## config.mk

```make
export PLATFORM = sky130hd
export DESIGN_NAME = gregorian_date_add_days
export DESIGN_NICKNAME = d
export VERILOG_FILES = /design/src/gdad_pkg.sv /design/src/gregorian_date_add_days.sv
export SDC_FILE = /design/constraint.sdc
export NUM_CORES = 1
export LEC_CHECK = 0
export BUFFER_PORTS_ARGS = -buffer_cell sky130_fd_sc_hd__buf_2
export CAP_MARGIN = 25
export CORE_UTILIZATION = 57
export DETAILED_ROUTE_END_ITERATION = 12
export PLACE_DENSITY = 0.81
export REMOVE_ABC_BUFFERS = 1
export SETUP_SLACK_MARGIN = 0.4
export SLEW_MARGIN = 25
export SYNTH_ARGS = -nofsm -noshare
export SYNTH_HDL_FRONTEND = slang
export SYNTH_SLANG_ARGS = --single-unit
```

## constraint.sdc

```tcl
create_clock -name clk -period 6.7 [get_ports clk]
set_input_delay 0.67 -clock clk [delete_from_list [all_inputs] [get_ports clk]]
set_output_delay 0.67 -clock clk [all_outputs]
set_load 0.005 [all_outputs]
```

## src/gdad_pkg.sv

```systemverilog
// ----------------------------------------------------------------------------
// gdad_pkg: shared types and constants for the Gregorian date adder
// Holds the control word layout and the micro-program for the sequencer.
// ----------------------------------------------------------------------------
package gdad_pkg;

  localparam int unsigned YearInW    = 15;
  localparam int unsigned YearW      = 16;
  localparam int unsigned MonthW     = 4;
  localparam int unsigned DayW       = 5;
  localparam int unsigned CountW     = 16;
  localparam int unsigned SumW       = 17;  // start day plus count, at most 65566
  localparam int unsigned PcW        = 2;
  localparam int unsigned RemW       = 15;
  localparam int unsigned ProdW      = 30;  // year times the reciprocal of 100
  localparam int unsigned QuotW      = 9;   // year / 100 is at most 327
  localparam int unsigned RecipShift = 21;

  // ceil(2^21 / 100); the scaled product gives year / 100 exactly below 32768.
  localparam logic [RemW-1:0]   Recip100 = 15'd20972;
  localparam logic [RemW-1:0]   Century  = 15'd100;
  localparam logic [MonthW-1:0] January  = 4'd1;
  localparam logic [MonthW-1:0] February = 4'd2;
  localparam logic [MonthW-1:0] December = 4'd12;

  // Month length table; codes 0 and 13 to 15 have length zero.
  localparam logic [DayW-1:0] MonthLen [16] = '{
    5'd0, 5'd31, 5'd28, 5'd31, 5'd30, 5'd31, 5'd30, 5'd31,
    5'd31, 5'd30, 5'd31, 5'd30, 5'd31, 5'd0, 5'd0, 5'd0
  };

  // Jump conditions of the micro-program.
  typedef enum logic [1:0] {
    COND_NEVER,
    COND_NO_FIT      // day still exceeds the current month length
  } cond_t;

  typedef struct packed {
    logic            div_step;
    logic            split_step;
    logic            walk_step;
    logic            finish;
    cond_t           cond;
    logic [PcW-1:0]  target;
  } ctrl_word_t;

  localparam logic [PcW-1:0] PcDiv    = 2'd0;
  localparam logic [PcW-1:0] PcSplit  = 2'd1;
  localparam logic [PcW-1:0] PcWalk   = 2'd2;
  localparam logic [PcW-1:0] PcFinish = 2'd3;

  // Micro-program: divide the year by 100, walk the months, deliver the date.
  localparam ctrl_word_t Program [4] = '{
    '{div_step: 1'b1, split_step: 1'b0, walk_step: 1'b0, finish: 1'b0,
      cond: COND_NEVER, target: PcSplit},
    '{div_step: 1'b0, split_step: 1'b1, walk_step: 1'b0, finish: 1'b0,
      cond: COND_NEVER, target: PcWalk},
    '{div_step: 1'b0, split_step: 1'b0, walk_step: 1'b1, finish: 1'b0,
      cond: COND_NO_FIT, target: PcWalk},
    '{div_step: 1'b0, split_step: 1'b0, walk_step: 1'b0, finish: 1'b1,
      cond: COND_NEVER, target: PcFinish}
  };

endpackage

```

## src/gregorian_date_add_days.sv

```systemverilog
// ----------------------------------------------------------------------------
// gregorian_date_add_days: adds a count of days to a Gregorian date
// A small micro-programmed sequencer drives a year, month and day datapath.
// ----------------------------------------------------------------------------
// Sequence: the year is split by 100 (a reciprocal multiply, then the
// remainder), then one month is walked per cycle, then the final month test
// is made and the result is handed over once the output register is free; at
// most about 2160 months are crossed.
// One item at a time: the next transfer is taken the cycle after the result
// enters the output register, so a new item waits until the last is done.
// The month walk, one month a cycle, takes most of the time.
// Reset (rst, synchronous, active high) clears the sequencer and output valid.
module gregorian_date_add_days (
  input  logic        clk,
  input  logic        rst,
  input  logic        s_tvalid,
  output logic        s_tready,
  // s_tdata, from bit 0: start_year[14:0], start_month[3:0], start_day[4:0],
  // day_count[15:0]
  input  logic [39:0] s_tdata,
  output logic        m_tvalid,
  input  logic        m_tready,
  // m_tdata, from bit 0: end_year[15:0], end_month[3:0], end_day[4:0], zeros
  output logic [31:0] m_tdata
);
  import gdad_pkg::*;

  // Sequencer state: busy marks an item in work, pc is the micro-program step.
  logic             busy;
  logic [PcW-1:0]   pc;
  ctrl_word_t       cw;

  // Datapath registers.
  logic [YearW-1:0]  year;
  logic [MonthW-1:0] month;
  logic [SumW-1:0]   day;
  // Quotient of the start year by 100, taken from the scaled reciprocal product.
  logic [QuotW-1:0]  quot;
  // After the split rem holds the year modulo 100 and follows the year as the
  // walk advances it.
  logic [RemW-1:0]   rem;
  // The two low bits of the quotient by 100, i.e. the century modulo 4.
  logic [1:0]        cent;

  logic              in_xfer;
  logic              out_free;
  logic [ProdW-1:0]  recip_prod;
  logic              leap;
  logic [DayW-1:0]   len;
  logic              no_fit;
  logic              take_jump;

  assign cw       = Program[pc];
  assign s_tready = !busy;
  assign in_xfer  = s_tvalid && s_tready;
  assign out_free = !m_tvalid || m_tready;

  assign recip_prod = ProdW'(year[RemW-1:0]) * ProdW'(Recip100);

  // A year is leap when divisible by 4 but not by 100, or divisible by 400.
  // Since 100 is a multiple of 4, the year modulo 4 is the low bits of rem.
  assign leap = ((rem[1:0] == 2'd0) && (rem != '0)) || ((rem == '0) && (cent == 2'd0));

  always_comb begin
    len = MonthLen[month];
    if ((month == February) && leap) begin
      len = len + DayW'(1);
    end
  end

  assign no_fit = (day > SumW'(len));

  always_comb begin
    case (cw.cond)
      COND_NO_FIT: take_jump = no_fit;
      default:     take_jump = 1'b0;
    endcase
  end

  // Sequencer: step counter with conditional jumps taken from the control word.
  always_ff @(posedge clk) begin
    if (rst) begin
      busy <= 1'b0;
      pc   <= PcDiv;
    end else if (in_xfer) begin
      busy <= 1'b1;
      pc   <= PcDiv;
    end else if (busy) begin
      if (cw.finish) begin
        if (out_free) begin
          busy <= 1'b0;
        end
      end else if (take_jump) begin
        pc <= cw.target;
      end else begin
        pc <= pc + PcW'(1);
      end
    end
  end

  // Datapath: load, year split by 100, and the month walk.
  always_ff @(posedge clk) begin
    if (in_xfer) begin
      year  <= YearW'(s_tdata[14:0]);
      month <= s_tdata[18:15];
      day   <= SumW'(s_tdata[23:19]) + SumW'(s_tdata[39:24]);
    end else if (busy) begin
      if (cw.div_step) begin
        quot <= recip_prod[RecipShift +: QuotW];
      end
      if (cw.split_step) begin
        rem  <= year[RemW-1:0] - RemW'(quot) * Century;
        cent <= quot[1:0];
      end
      if (cw.walk_step && no_fit) begin
        day <= day - SumW'(len);
        // Months 12 and the out-of-range codes above it roll into a new year.
        if (month >= December) begin
          month <= January;
          year  <= year + YearW'(1);
          if (rem == Century - RemW'(1)) begin
            rem  <= '0;
            cent <= cent + 2'd1;
          end else begin
            rem <= rem + RemW'(1);
          end
        end else begin
          month <= month + MonthW'(1);
        end
      end
    end
  end

  // Output register: the result waits here while the next item is accepted.
  always_ff @(posedge clk) begin
    if (rst) begin
      m_tvalid <= 1'b0;
    end else if (busy && cw.finish && out_free) begin
      m_tvalid <= 1'b1;
    end else if (m_tready) begin
      m_tvalid <= 1'b0;
    end
  end

  always_ff @(posedge clk) begin
    if (busy && cw.finish && out_free) begin
      m_tdata <= {7'd0, day[DayW-1:0], month, year};
    end
  end

endmodule
```

# Yosys cells after proc, flatten, opt, wreduce, memory -nomap -nowiden
# Memory sizes are Yosys's and may differ from the RTL's.
# Cells that the tools add are included.
[totals]
mem_bits_ro = 80
output_inout_bits = 34
latchBits = 0
in_bits = 44
register_bits = 92
wordCells = 93
mem_bits_rw = 0
memories = 1
[memory_table]
columns = ["memory", "words", "word_bits", "read_ports", "rd_ports_with_merged_regs", "write_ports", "line_no", "source"]
rows = [
  ["(name not given)", 16, 5, 1, 0, 0, "gregorian_date_add_days.sv:65", "len = MonthLen[month];"],
]
[classes]
n_eq_ne = 3
mul = 2
n_reduce_logical = 26
bitwise_logic = 4
div = 0
mux = 33
magnitude_cmp = 4
add_sub_neg = 9
shifts = 0
[ops]
columns = ["operator", "count"]
rows = [
  ["15-bit 2-to-1 mux", 8],
  ["17-bit 2-to-1 mux", 3],
  ["15-bit by 13-bit multiplier with 28-bit output (second input constant)", 1],
  ["5-bit by 16-bit adder with 17-bit output", 1],
  ["17-bit by 5-bit > comparator with 1-bit output", 1],
  ["17-bit by 5-bit subtractor with 17-bit output", 1],
  ["16-bit by 1-bit adder with 16-bit output (second input constant)", 1],
  ["8-bit binary-select mux with 2-bit select", 1],
  ["4-bit 2-to-1 mux", 4],
  ["8-bit 2-to-1 mux", 2],
  ["15-bit by 1-bit adder with 15-bit output (second input constant)", 1],
  ["15-bit by 7-bit equality test with 1-bit output (second input constant)", 1],
  ["15-bit zero test", 1],
  ["5-bit 2-to-1 mux", 3],
  ["15-bit nonzero test", 1],
  ["15-bit subtractor", 1],
  ["9-bit by 5-bit multiplier with 13-bit output (second input constant)", 1],
  ["2-bit 2-to-1 mux", 5],
  ["3-bit AND reduction", 3],
  ["2-bit nonzero test", 4],
  ["1-bit logical AND", 7],
  ["1-bit 2-to-1 mux", 7],
  ["2-bit AND reduction", 3],
  ["5-bit by 1-bit adder with 5-bit output (second input constant)", 1],
  ["14 further kinds", 19],
]

# Depth between registers and ports, before layout
[depth]
depth_word = 11
mapped_depth = 20
mapped_depth_nobuf = 19

# Worst setup path after synthesis
# OpenSTA, ideal clock, no wires.
[synth_path]
path_kind = "flip-flop to flip-flop"
startpoint = "register year[12]"
endpoint = "register quot[7], data pin"
arrival_ps = 4882
n_path_buf = 0
slack_ps = 1560
stages_incl_launch_ff = 19
cell_sequence = "edfxtp_1 > fa_1 > ha_1 > inv_1 > fa_1 > inv_1 > fa_1 > inv_1 > fa_1 > inv_1 > ha_1 > nand4_1 > or2_2 > a2111oi_0 > nor2_1 > a31oi_1 > a31o_2 > nor2_1 > xnor2_1"
[synth_via]
elab_chain_len = 1
[synth_rtl]
columns = ["item", "line_no", "source"]
rows = [
  ["start: declaration", "gregorian_date_add_days.sv:34", "logic [YearW-1:0] year;"],
  ["start signal: assignment", "gregorian_date_add_days.sv:104", "year <= YearW'(s_tdata[14:0]);"],
  ["start signal: assignment", "gregorian_date_add_days.sv:120", "year <= year + YearW'(1);"],
  ["15-bit by 13-bit multiplier with 28-bit output", "gregorian_date_add_days.sv:58", "assign recip_prod = ProdW'(year[RemW-1:0]) * ProdW'(Recip100);"],
  ["via recip_prod[28]", "gregorian_date_add_days.sv:47", "logic [ProdW-1:0] recip_prod;"],
  ["end signal: assignment", "gregorian_date_add_days.sv:109", "quot <= recip_prod[RecipShift +: QuotW];"],
  ["end: declaration", "gregorian_date_add_days.sv:38", "logic [QuotW-1:0] quot;"],
]
# The timed path passes the listed nets, and every way through them passes these cells.
# A chain may end at the register's enable or synchronous reset.

# Final worst setup path
# Same ends and word-level chain as after synthesis.

==> results.cfg <==
[run_status]
outcome = completed

[critical_path]
crit_arrival_ns = 5.89
critical_path_class = flip-flop to flip-flop
cp_max_fo = 12
critPathLaunchType = flip-flop
cp_data_required_time_ns = 6.81
end_kind = flip-flop

[routing]
drt-initial-drc-count = 633
drc = 0
antenna_left = 0
wl_per_cell_um = 17.07
routed_wl_mm = 21.66
drt-pass1-iter-count = 5
vias_per_cell = 5.736
vias = 7279

[sta]
period_share = 0.8619
setup_viol = 0
slew_violations = 0
tightest_slew_ns = 0.9527
timing.fmax_mhz = 173.2
setup_tns_ns = 0
rsz0062_at_grt = false
hold_viol = 0
finalCriticalPeriod_ns = 5.775
slew-limit-headroom = 0.3625
finalClockSkew_ns = 0.01227

[place]
dp.cells = 1252
numPortBuffers = 70
place_congestion = 0.9780
place_hpwl_mm = 17.37

[layout]
stdcell_count = 1269
area_growth_pct = 8.858
n_antenna_cell = 0
mostFrequentLayoutCell = ha_1
final_cell_mix = ha_1 (175), inv_1 (156), edfxtp_1 (87)
layout.nets = 1339
drive_above_1_share = 0.09724

[yosys]
yosysWarnings = 0
synth_area_per_cell_um2 = 10.17
syn_area_mm2 = 0.009901
synth-seq-cells = 92
synthArstFlopShare = 0
synth_cells = 974
synth_edf_count = 87
synth_seq_area_share = 0.2740
ys_types = 57
yosys_most_used_dff = edfxtp_1

[run]
cap_violations = 0

[die]
initial_core_util = 0.5907
die_area_mm2 = 0.01790
rows = 47
ios = 78
die_x_um = 133.8
core_mm2 = 0.01676
die_y_um = 133.8

[power]
p_int_w = 0.002843
power.density_mw_per_mm2 = 507.0
switching_power_w = 0.002621
p_leak_nw = 5.074
irDropWorstVdd_mv = 0.5419
power_frac_seq = 0.159
clockPowerShare = 0.093
power_frac_comb = 0.748
switching_share = 0.4797

[clock_tree]
cts_max_level = 3
worstSkewPairLatency_ns = 0.36
cts_setup_buffers = 0
post_cts_resized = 0
cts_buffers = 9
ctsHoldBuffers = 0
clock_sinks = 92
cts_tree = done
clockRootBuffer = clkbuf_16
path_clk_slew_ns = 0.07
cts_max_path_buffers = 2

[global_routing]
grt_max_degree = 47
antenna_found_initial = 0
overflow = 0
grt_usage = 0.2537
grt_pass1_wl_mm = 35.28
grt_pass1_vias = 7152

[min_path]
min_path_type = flip-flop to flip-flop
==> layout make-up <==
class / count / area, µm²
Multi-Input combinational cell: 711 / 6520
Tap cell: 220 / 275.3
Fill cell: 1317 / 5982
Sequential cell: 92 / 2713
Timing Repair Buffer: 74 / 400.4
Clock inverter: 7 / 58.81
Clock buffer: 9 / 225.2
Inverter: 156 / 585.6
==> synthesized netlist by cell type, drive strengths merged (10+ instances only) <==
cell | count | share of area
clkbuf | 11 | 0.0042
nand3 | 18 | 0.0091
ha | 175 | 0.22
a21o | 12 | 0.0091
nand4 | 11 | 0.0070
fa | 76 | 0.15
xnor2 | 39 | 0.035
inv | 156 | 0.059
nand2 | 59 | 0.022
nor2b | 12 | 0.0076
a21oi | 41 | 0.021
nor2 | 47 | 0.019
and3 | 15 | 0.0095
buf | 10 | 0.0075
o21ai | 65 | 0.033
xor2 | 28 | 0.025
edfxtp | 87 | 0.26
==> critical path, stage by stage, from the launching register on <==
cell       delay, ns
edfxtp_1        0.75
fa_1            0.54
ha_1            0.29
inv_1           0.04
fa_1            0.47
inv_1           0.05
fa_1            0.54
inv_1           0.07
fa_1            0.54
inv_1           0.05
ha_1            0.32
nand4_1         0.15
or2_2           0.32
a2111oi_0       0.47
nor2_1          0.15
a31oi_1         0.34
a31o_2          0.25
nor2_1          0.06
xnor2_1         0.11
==> sequential cells by signal, indices dropped and copies added, names as in the netlist <==
| name | flops |
|---|---|
| month | 4 |
| quot | 9 |
| pc | 2 |
| m_tvalid | 1 |
| day | 17 |
| year | 16 |
| m_tdata | 25 |
| rem | 15 |
| cent | 2 |
| busy | 1 |
==> stage by stage <==
step / cell area [µm²] / setup WS, ns / power [W] / util / hold WS, ns
2_1_floorplan: 9808 / 1.560 / 0.004023 / - / 0.4264
3_3_place_gp: 10470 / 1.049 / 0.004805 / 0.6245 / 0.4349
3_5_place_dp: 10470 / 0.9259 / 0.004918 / 0.6245 / 0.4485
4_1_cts: 10750 / 0.8832 / 0.005464 / 0.6414 / 0.4650
5_1_grt: 10780 / 0.5808 / 0.006082 / 0.6431 / 0.4828
6_report: 10780 / 0.9254 / 0.005465 / 0.6431 / 0.4599
==> cell families (layout without fill, tap and decap cells) <==
logic type | count (synthesis) | after routing | share of synthesized area
adders and majority gates | 251 | 251 | 0.3748
and+or+nand+nor | 207 | 207 | 0.1050
buffers and inverters | 177 | 246 | 0.07077
AOI/OAI and AO/OA | 170 | 170 | 0.1067
DFF | 92 | 92 | 0.2740
xor gates and xnor gates | 67 | 67 | 0.05927
muxes | 9 | 9 | 0.009099
other | 1 | 7 | 0.0003788
==> power by group through the flow <==
stage	Clock, W	Combinational (W)	Sequential (W)
floorplan	0	0.00318	0.000847
global placement	0	0.00393	0.000878
detailed placement	0	0.00404	0.000880
CTS	0.000508	0.00409	0.000869
global route	0.000523	0.00468	0.000883
finish	0.000506	0.00409	0.000870
==> worst paths after layout <==
kind	to	from	slack, ns	cells past startpoint
setup / recovery	quot[7]$_DFFE_PP_	year[12]$_DFFE_PP_	0.93	18
hold / removal	m_tdata[20]$_DFFE_PP_	day[0]$_DFFE_PP_	0.46	0
setup reg to reg	quot[7]$_DFFE_PP_	year[12]$_DFFE_PP_	0.93	18
hold reg to reg	m_tdata[20]$_DFFE_PP_	day[0]$_DFFE_PP_	0.46	0
==> metal layers <==
| layer | wire (µm) | up-vias | track usage |
|---|---|---|---|
| li1 | - | 3490 | - |
| met4 | 613 | 0 | 0.08523 |
| met2 | 10640 | 264 | 0.4301 |
| met3 | 1192 | 46 | 0.02532 |
| met5 | 0 | - | 0 |
| met1 | 9210 | 3479 | 0.3409 |
Note: power is estimated with default switching activity, not from simulation.
